File: src/rtl/smpq_pkg.sv
`timescale 1ns / 1ps
// ----------------------------------------------------------------------------
// smpq_pkg
// Shared widths, codes and control structs for the stable min priority queue.
// ----------------------------------------------------------------------------
package smpq_pkg;

   localparam int DEPTH_DEFAULT = 16;
   localparam int TAG_W         = 16;
   localparam int PRIO_W        = 16;
   localparam int FILL_W        = 5;
   localparam int STATUS_W      = 2;

   localparam logic OP_PUSH = 1'b0;
   localparam logic OP_POP  = 1'b1;

   typedef enum logic [STATUS_W-1:0] {
      ST_OK    = 2'd0,
      ST_EMPTY = 2'd1,
      ST_FULL  = 2'd2
   } status_type;

   typedef struct packed {
      logic       load;
      logic       do_push;
      logic       do_pop;
      logic       write_rsp;
      status_type code;
   } cmd_type;

   typedef struct packed {
      logic is_pop;
      logic full;
      logic empty;
   } stat_type;

endpackage

File: src/rtl/stable_min_priority_queue_unit.sv
`timescale 1ns / 1ps
// ----------------------------------------------------------------------------
// stable_min_priority_queue_unit
// Bounded priority queue, smallest priority first, ties in arrival order.
// ----------------------------------------------------------------------------
// Use: each req_ word is one operation, req_op 0 pushes req_task_tag with
// req_prio, req_op 1 pops the head (tag and priority ignored). Every word
// yields exactly one rsp_ word: the popped entry (zero unless a pop succeeded),
// a status (ok, pop on empty, push dropped on full), the head after the
// operation and the entry count.
// Sequence: the controller takes a word in its idle state, then executes it in
// its execute state once the output register is free, with a compare-and-shift
// across all slots that updates the whole array at once and writes the result.
// No new word is taken until the previous one has been executed.
// The result sits in an output register; a stalled receiver holds it there
// and the next word is still taken, but its operation waits until the
// register is free.
// Reset empties the queue and drops any pending result; slot contents are
// not cleared, only the count.
// ----------------------------------------------------------------------------
module stable_min_priority_queue_unit #(
   parameter int DEPTH = smpq_pkg::DEPTH_DEFAULT
) (
   input  logic                                 clock,
   input  logic                                 reset,
   input  logic                                 req_valid,
   output logic                                 req_ready,
   input  logic                                 req_op,
   input  logic        [smpq_pkg::TAG_W-1:0]    req_task_tag,
   input  logic signed [smpq_pkg::PRIO_W-1:0]   req_prio,
   output logic                                 rsp_valid,
   input  logic                                 rsp_ready,
   output logic        [smpq_pkg::TAG_W-1:0]    rsp_popped_task,
   output logic signed [smpq_pkg::PRIO_W-1:0]   rsp_popped_prio,
   output logic        [smpq_pkg::STATUS_W-1:0] rsp_status,
   output logic        [smpq_pkg::TAG_W-1:0]    rsp_head_task,
   output logic signed [smpq_pkg::PRIO_W-1:0]   rsp_head_prio,
   output logic                                 rsp_not_empty,
   output logic        [smpq_pkg::FILL_W-1:0]   rsp_fill
);

   smpq_pkg::cmd_type  cmd;
   smpq_pkg::stat_type stat;

   smpq_ctrl u_ctrl (
      .clock     (clock),
      .reset     (reset),
      .req_valid (req_valid),
      .req_ready (req_ready),
      .rsp_valid (rsp_valid),
      .rsp_ready (rsp_ready),
      .stat      (stat),
      .cmd       (cmd)
   );

   smpq_datapath #(
      .DEPTH (DEPTH)
   ) u_datapath (
      .clock           (clock),
      .reset           (reset),
      .cmd             (cmd),
      .stat            (stat),
      .req_op          (req_op),
      .req_task_tag    (req_task_tag),
      .req_prio        (req_prio),
      .rsp_popped_task (rsp_popped_task),
      .rsp_popped_prio (rsp_popped_prio),
      .rsp_status      (rsp_status),
      .rsp_head_task   (rsp_head_task),
      .rsp_head_prio   (rsp_head_prio),
      .rsp_not_empty   (rsp_not_empty),
      .rsp_fill        (rsp_fill)
   );

endmodule

File: src/rtl/smpq_ctrl.sv
`timescale 1ns / 1ps
// ----------------------------------------------------------------------------
// smpq_ctrl
// Controller: takes one word, runs it through the datapath once the result
// register is free, and owns the result valid flag.
// ----------------------------------------------------------------------------
module smpq_ctrl (
   input  logic               clock,
   input  logic               reset,
   input  logic               req_valid,
   output logic               req_ready,
   output logic               rsp_valid,
   input  logic               rsp_ready,
   input  smpq_pkg::stat_type stat,
   output smpq_pkg::cmd_type  cmd
);

   typedef enum logic [1:0] {
      S_IDLE = 2'b01,
      S_EXEC = 2'b10
   } state_type;

   state_type state_ff, state_in;
   logic      rsp_valid_ff, rsp_valid_in;

   always_comb begin
      state_in      = state_ff;
      rsp_valid_in  = rsp_valid_ff && !rsp_ready;
      cmd.load      = 1'b0;
      cmd.do_push   = 1'b0;
      cmd.do_pop    = 1'b0;
      cmd.write_rsp = 1'b0;
      cmd.code      = smpq_pkg::ST_OK;
      case (state_ff)
         S_IDLE: begin
            if (req_valid) begin
               cmd.load = 1'b1;
               state_in = S_EXEC;
            end
         end
         S_EXEC: begin
            if (!rsp_valid_ff || rsp_ready) begin
               cmd.write_rsp = 1'b1;
               rsp_valid_in  = 1'b1;
               state_in      = S_IDLE;
               if (stat.is_pop) begin
                  if (stat.empty) cmd.code = smpq_pkg::ST_EMPTY;
                  else cmd.do_pop = 1'b1;
               end else begin
                  if (stat.full) cmd.code = smpq_pkg::ST_FULL;
                  else cmd.do_push = 1'b1;
               end
            end
         end
         default: begin
            state_in = S_IDLE;
         end
      endcase
   end

   always_ff @(posedge clock) begin
      if (reset) begin
         state_ff     <= S_IDLE;
         rsp_valid_ff <= 1'b0;
      end else begin
         state_ff     <= state_in;
         rsp_valid_ff <= rsp_valid_in;
      end
   end

   assign req_ready = (state_ff == S_IDLE);
   assign rsp_valid = rsp_valid_ff;

endmodule

File: src/rtl/smpq_datapath.sv
`timescale 1ns / 1ps
// ----------------------------------------------------------------------------
// smpq_datapath
// Sorted slot array with parallel compare and shift, occupancy count, input
// latch and result register.
// ----------------------------------------------------------------------------
module smpq_datapath #(
   parameter int DEPTH = smpq_pkg::DEPTH_DEFAULT
) (
   input  logic                                clock,
   input  logic                                reset,
   input  smpq_pkg::cmd_type                   cmd,
   output smpq_pkg::stat_type                  stat,
   input  logic                                req_op,
   input  logic        [smpq_pkg::TAG_W-1:0]   req_task_tag,
   input  logic signed [smpq_pkg::PRIO_W-1:0]  req_prio,
   output logic        [smpq_pkg::TAG_W-1:0]   rsp_popped_task,
   output logic signed [smpq_pkg::PRIO_W-1:0]  rsp_popped_prio,
   output logic        [smpq_pkg::STATUS_W-1:0] rsp_status,
   output logic        [smpq_pkg::TAG_W-1:0]   rsp_head_task,
   output logic signed [smpq_pkg::PRIO_W-1:0]  rsp_head_prio,
   output logic                                rsp_not_empty,
   output logic        [smpq_pkg::FILL_W-1:0]  rsp_fill
);

   localparam int OCC_W = $clog2(DEPTH + 1);

   logic                               in_op_ff;
   logic        [smpq_pkg::TAG_W-1:0]  in_tag_ff;
   logic signed [smpq_pkg::PRIO_W-1:0] in_prio_ff;

   logic        [smpq_pkg::TAG_W-1:0]  tag_ff  [DEPTH];
   logic signed [smpq_pkg::PRIO_W-1:0] prio_ff [DEPTH];
   logic        [smpq_pkg::TAG_W-1:0]  tag_in  [DEPTH];
   logic signed [smpq_pkg::PRIO_W-1:0] prio_in [DEPTH];
   logic [OCC_W-1:0]                   occ_ff, occ_in;

   logic [DEPTH-1:0] keep;

   logic        [smpq_pkg::TAG_W-1:0]    popped_task_ff, head_task_ff;
   logic signed [smpq_pkg::PRIO_W-1:0]   popped_prio_ff, head_prio_ff;
   logic        [smpq_pkg::STATUS_W-1:0] status_ff;
   logic                                 not_empty_ff;
   logic        [smpq_pkg::FILL_W-1:0]   fill_ff;

   // keep: held entry not greater than the new priority, stays in place
   for (genvar i = 0; i < DEPTH; i++) begin : g_slot
      logic                               keep_prev;
      logic        [smpq_pkg::TAG_W-1:0]  prev_tag, next_tag;
      logic signed [smpq_pkg::PRIO_W-1:0] prev_prio, next_prio;

      assign keep[i] = (OCC_W'(i) < occ_ff) && (prio_ff[i] <= in_prio_ff);

      if (i == 0) begin : g_first
         assign keep_prev = 1'b1;
         assign prev_tag  = in_tag_ff;
         assign prev_prio = in_prio_ff;
      end else begin : g_rest
         assign keep_prev = keep[i-1];
         assign prev_tag  = tag_ff[i-1];
         assign prev_prio = prio_ff[i-1];
      end

      if (i == DEPTH - 1) begin : g_last
         assign next_tag  = tag_ff[i];
         assign next_prio = prio_ff[i];
      end else begin : g_inner
         assign next_tag  = tag_ff[i+1];
         assign next_prio = prio_ff[i+1];
      end

      always_comb begin
         tag_in[i]  = tag_ff[i];
         prio_in[i] = prio_ff[i];
         if (cmd.do_push) begin
            if (!keep[i]) begin
               if (keep_prev) begin
                  tag_in[i]  = in_tag_ff;
                  prio_in[i] = in_prio_ff;
               end else begin
                  tag_in[i]  = prev_tag;
                  prio_in[i] = prev_prio;
               end
            end
         end else if (cmd.do_pop) begin
            tag_in[i]  = next_tag;
            prio_in[i] = next_prio;
         end
      end

      always_ff @(posedge clock) begin
         tag_ff[i]  <= tag_in[i];
         prio_ff[i] <= prio_in[i];
      end
   end

   always_comb begin
      occ_in = occ_ff;
      if (cmd.do_push) occ_in = occ_ff + OCC_W'(1);
      else if (cmd.do_pop) occ_in = occ_ff - OCC_W'(1);
   end

   assign stat.is_pop = (in_op_ff == smpq_pkg::OP_POP);
   assign stat.full   = (occ_ff == OCC_W'(DEPTH));
   assign stat.empty  = (occ_ff == '0);

   always_ff @(posedge clock) begin
      if (reset) begin
         occ_ff <= '0;
      end else begin
         occ_ff <= occ_in;
      end
   end

   always_ff @(posedge clock) begin
      if (cmd.load) begin
         in_op_ff   <= req_op;
         in_tag_ff  <= req_task_tag;
         in_prio_ff <= req_prio;
      end
   end

   always_ff @(posedge clock) begin
      if (cmd.write_rsp) begin
         popped_task_ff <= cmd.do_pop ? tag_ff[0]  : '0;
         popped_prio_ff <= cmd.do_pop ? prio_ff[0] : '0;
         status_ff      <= cmd.code;
         head_task_ff   <= (occ_in != '0) ? tag_in[0]  : '0;
         head_prio_ff   <= (occ_in != '0) ? prio_in[0] : '0;
         not_empty_ff   <= (occ_in != '0);
         fill_ff        <= smpq_pkg::FILL_W'(occ_in);
      end
   end

   assign rsp_popped_task = popped_task_ff;
   assign rsp_popped_prio = popped_prio_ff;
   assign rsp_status      = status_ff;
   assign rsp_head_task   = head_task_ff;
   assign rsp_head_prio   = head_prio_ff;
   assign rsp_not_empty   = not_empty_ff;
   assign rsp_fill        = fill_ff;

endmodule

File: config.mk
export PLATFORM = sky130hd
export DESIGN_NAME = stable_min_priority_queue_unit
export DESIGN_NICKNAME = d
export VERILOG_FILES = /design/src/rtl/smpq_pkg.sv /design/src/rtl/stable_min_priority_queue_unit.sv /design/src/rtl/smpq_ctrl.sv /design/src/rtl/smpq_datapath.sv
export SDC_FILE = /design/constraint.sdc
export NUM_CORES = 2
export LEC_CHECK = 0
export ABC_AREA = 1
export BUFFER_PORTS_ARGS = -buffer_cell sky130_fd_sc_hd__buf_4
export CAP_MARGIN = 20
export CORE_MARGIN = 1.5
export CORE_UTILIZATION = 30
export CTS_BUF_LIST = sky130_fd_sc_hd__clkbuf_4 sky130_fd_sc_hd__clkbuf_8 sky130_fd_sc_hd__clkbuf_16
export CTS_CLUSTER_SIZE = 10
export DETAILED_ROUTE_END_ITERATION = 12
export PLACE_DENSITY = 0.4
export SLEW_MARGIN = 40
export SYNTH_ARGS = -nofsm -noshare
export SYNTH_HDL_FRONTEND = slang
export SYNTH_SLANG_ARGS = --single-unit
File: constraint.sdc
create_clock -name clock -period 7 [get_ports clock]
set_clock_uncertainty 0.2 [all_clocks]
set_input_delay 0.35 -clock clock [delete_from_list [all_inputs] [get_ports clock]]
set_output_delay 0.35 -clock clock [all_outputs]
set_load 0.01 [all_outputs]
==> impl_metrics.env <==
export IMPL_synth_seq_cells=625
export IMPL_viasPerCell=4.860
export IMPL_seq_area_frac_synth_pct=47.36
export IMPL_p_int_w=0.006878
export IMPL_p_switching_w=0.002619
export IMPL_leakage_nw=21.01
export IMPL_worst_slew_pin_slew_ns=0.8580
export IMPL_areaGrowthSynthToFinish_pct=14.97
export IMPL_grt_pass1_wl_um=205500
export IMPL_insertion_delay_ns=0.69
export IMPL_synth_net_count=5258
export IMPL_multi_input_area_um2=16960
export IMPL_hp_class="in2reg"
export IMPL_ant_nets=0
export IMPL_critPathRequiredTime_ns=7.15
export IMPL_wirelength_um=134000
export IMPL_use_met3_pct=2.525
export IMPL_report_final_slew_viol_count=0
export IMPL_seqCellArea_um2=18370
export IMPL_fmax_ghz=0.2183
export IMPL_met1_usage_pct=26.96
export IMPL_power_total_w=0.009497
export IMPL_critPathCaptureType="flip-flop"
export IMPL_wl_per_cell_um=19.90
export IMPL_drt_pass1_iter_count=5
export IMPL_p_comb_share_pct=11.4
export IMPL_initial_core_util_pct=30.34
export IMPL_pin_count=111
export IMPL_grt_overflow=0
export IMPL_crit_slowest_cell="nand2_1"
export IMPL_globalRouteMet2Util_pct=34.70
export IMPL_rsz0062_at_grt="false"
export IMPL_rows=131
export IMPL_cp_cell_sequence="inv_1, buf_4, ha_1, nand2_1, inv_1, o21ai_0, nand2_1, nor2_1, nand2_1, nand2_1, nand3_1, buf_4, nand2_1, buf_4, nand2_1, nand2_1, buf_4"
export IMPL_numCtsBuffers=81
export IMPL_yosysUniqueCellTypes=33
export IMPL_hpwl_um=94570
export IMPL_num_fill_cells=13630
export IMPL_grt_pass1_vias=32950
export IMPL_clkTransAtPathRegs_ns=0.06
export IMPL_dieHeight_um=362.6
export IMPL_cap_violations=0
export IMPL_post_cts_resized=0
export IMPL_seq_power_share_pct=44.9
export IMPL_timing_final_ws_setup_ns=2.420
export IMPL_slowest_delay_ns=0.60
export IMPL_grt_max_degree=174
export IMPL_final_common_cell="nand2_1"
export IMPL_synthCells=4961
export IMPL_grt_total_usage_pct=20.15
export IMPL_antenna_found_initial=1
export IMPL_dieArea_um2=131500
export IMPL_htree_levels=3
export IMPL_gr_max_usage_layer="met2"
export IMPL_synth_top_area_share_pct=45.29
export IMPL_clk_path_buf_depth=3
export IMPL_mostFrequentLayoutCells="1672 x nand2_1, 969 x nand3_1, 630 x inv_1"
export IMPL_clkPwrFrac_pct=43.7
export IMPL_syn_area_um2=38790
export IMPL_post_cts_buffers=0
export IMPL_die_x_um=362.6
export IMPL_crit_buf_inv=6
export IMPL_synth_largest_area_cell="edfxtp_1"
export IMPL_crit_type="reg2reg"
export IMPL_port_buffer_count=110
export IMPL_cts_tree="yes"
export IMPL_setup_tns_ns=0
export IMPL_critPathLaunchType="flip-flop"
export IMPL_sw_frac_of_total_pct=27.58
export IMPL_irDropWorstVdd_mv=0.2496
export IMPL_dpl_cell_area_um2=41580
export IMPL_diodes=0
export IMPL_relSlewSlack_pct=42.74
export IMPL_fin_area_um2=44590
export IMPL_post_route_min_period_ns=4.580
export IMPL_fin_nets=5307
export IMPL_cts_num_sinks=625
export IMPL_synthTopCellsByArea="edfxtp_1 45%, nand2_1 16%, nand3_1 13%"
export IMPL_crit_family="buffers and inverters"
export IMPL_synth_area_per_cell_um2=7.818
export IMPL_crit_top_cell="nand2_1"
export IMPL_yosys_warnings=0
export IMPL_route_detailed_drc=0
export IMPL_coreArea_um2=127800
export IMPL_powerDensity_nw_per_um2=213.0
export IMPL_final_hold_viol_count=0
export IMPL_cp_arrival_ns=4.73
export IMPL_place_ws_ns=2.420
export IMPL_drt_initial_drc_count=2471
export IMPL_cp_max_fo=33
export IMPL_setup_viol=0
export IMPL_layout_drive_gt1_share_pct=7.553
export IMPL_vias=32720
export IMPL_cts_root_buf="clkbuf_16"
export IMPL_status="finished clean"
export IMPL_timing_final_crit_share_pct=65.43
export IMPL_place_congestion=0.7859
[stage by stage]
stage	utilization, %	std cells	hold WS, ns
2_1_floorplan	-	4961	0.2191
3_5_place_dp	32.53	6551	0.2697
3_3_place_gp	32.45	6547	0.2751
4_1_cts	34.83	6731	0.08186
5_1_grt	34.88	6733	0.1212
6_report	34.88	6733	0.1322
[layout make-up]
cell class                      instances  share of cell area [%]
Timing Repair Buffer                  257                   4.933
Inverter                              637                   5.379
Sequential cell                       625                   41.19
Tap cell                             1662                   4.664
Multi-Input combinational cell       3408                   38.03
Clock buffer                          117                   5.275
Clock inverter                         27                  0.5303
[per-layer routing]
| metal | routed length [µm] | vias up |
|---|---|---|
| met4 | 2334 | 0 |
| met1 | 62140 | 15640 |
| met5 | 0 | - |
| li1 | - | 16410 |
| met3 | 4475 | 128 |
| met2 | 65050 | 543 |
[kinds of logic (layout without fill, tap and decap cells)]
kind of cell    after synthesis  in the layout  share of synthesized area (%)
simple gates               2866           2866                          31.10
flops                       625            625                          47.36
xor+xnor                      4              4                        0.09032
compound gates              278            278                          3.926
buf+inv                     928           1038                          9.136
fa+ha+maj                   260            260                          8.387
[cells in the mapped netlist, drive strengths merged]
cell type  number
o211ai          1
a21o            2
and2            1
o22ai          64
clkbuf        231
a31oi          10
ha            260
buf            60
o31ai           1
o21ai          82
nand4          12
edfxtp        585
nor2          189
o21bai          1
nand3         970
nor4            2
a21oi         107
o21a            9
inv           637
xor2            4
dfxtp          40
o221ai          1
nor3           10
nand2        1682
[path summary, 6_finish.rpt]
kind / slack (ns) / cells after the start / startpoint / to
setup / recovery: 2.42 / 17 / u_datapath.g_slot[0].prev_prio[15] / u_datapath.tag_ff[1][33]
hold / removal: 0.13 / 2 / req_valid / u_datapath.g_slot[0].prev_tag[9]
hold reg to reg: 0.32 / 2 / u_datapath.tag_ff[1][125] / u_datapath.tag_ff[1][109]
setup reg to reg: 2.42 / 17 / u_datapath.g_slot[0].prev_prio[15] / u_datapath.tag_ff[1][33]
[state kept, by name, summed over array words and instances, names as in the netlist]
register                     count
u_datapath.rsp_status            2
u_datapath.rsp_popped_task      16
u_datapath.prio_ff             256
u_datapath.occ_ff                5
u_datapath.g_slot.prev_prio     16
u_ctrl.rsp_valid                 1
u_datapath.tag_ff              256
u_datapath.rsp_head_task        16
u_datapath.rsp_fill              5
u_datapath.rsp_popped_prio      16
u_datapath.rsp_head_prio        16
u_datapath.rsp_not_empty         1
u_ctrl.state_ff                  2
u_datapath.g_slot.prev_tag      16
u_datapath.in_op_ff              1
[worst reg2reg max path: stages, from the launching register on]
cell and delay [ns]:
edfxtp_1 0.40, inv_1 0.38, buf_4 0.41, ha_1 0.36, nand2_1 0.07, inv_1 0.04
o21ai_0 0.07, nand2_1 0.07, nor2_1 0.14, nand2_1 0.07, nand2_1 0.05, nand3_1 0.07
buf_4 0.28, nand2_1 0.14, buf_4 0.37, nand2_1 0.13, nand2_1 0.60, buf_4 0.40
[power groups by stage]
stage                     logic [W]  registers [W]  clock network, W
final                       0.00108        0.00427           0.00415
after global routing        0.00123        0.00428           0.00438
after CTS                   0.00110        0.00427           0.00428
after detailed placement    0.00108        0.00434                 0
after global placement      0.00107        0.00434                 0
after floorplan            0.000680        0.00431                 0
[timing repair]
action | 4_1_cts | 5_1_grt
hold endpoints to repair | 41 | 0
endpoints found under the setup margin | 0 | 0
hold buffers | 36 | 0
Note: power is estimated with default switching activity, not from simulation.
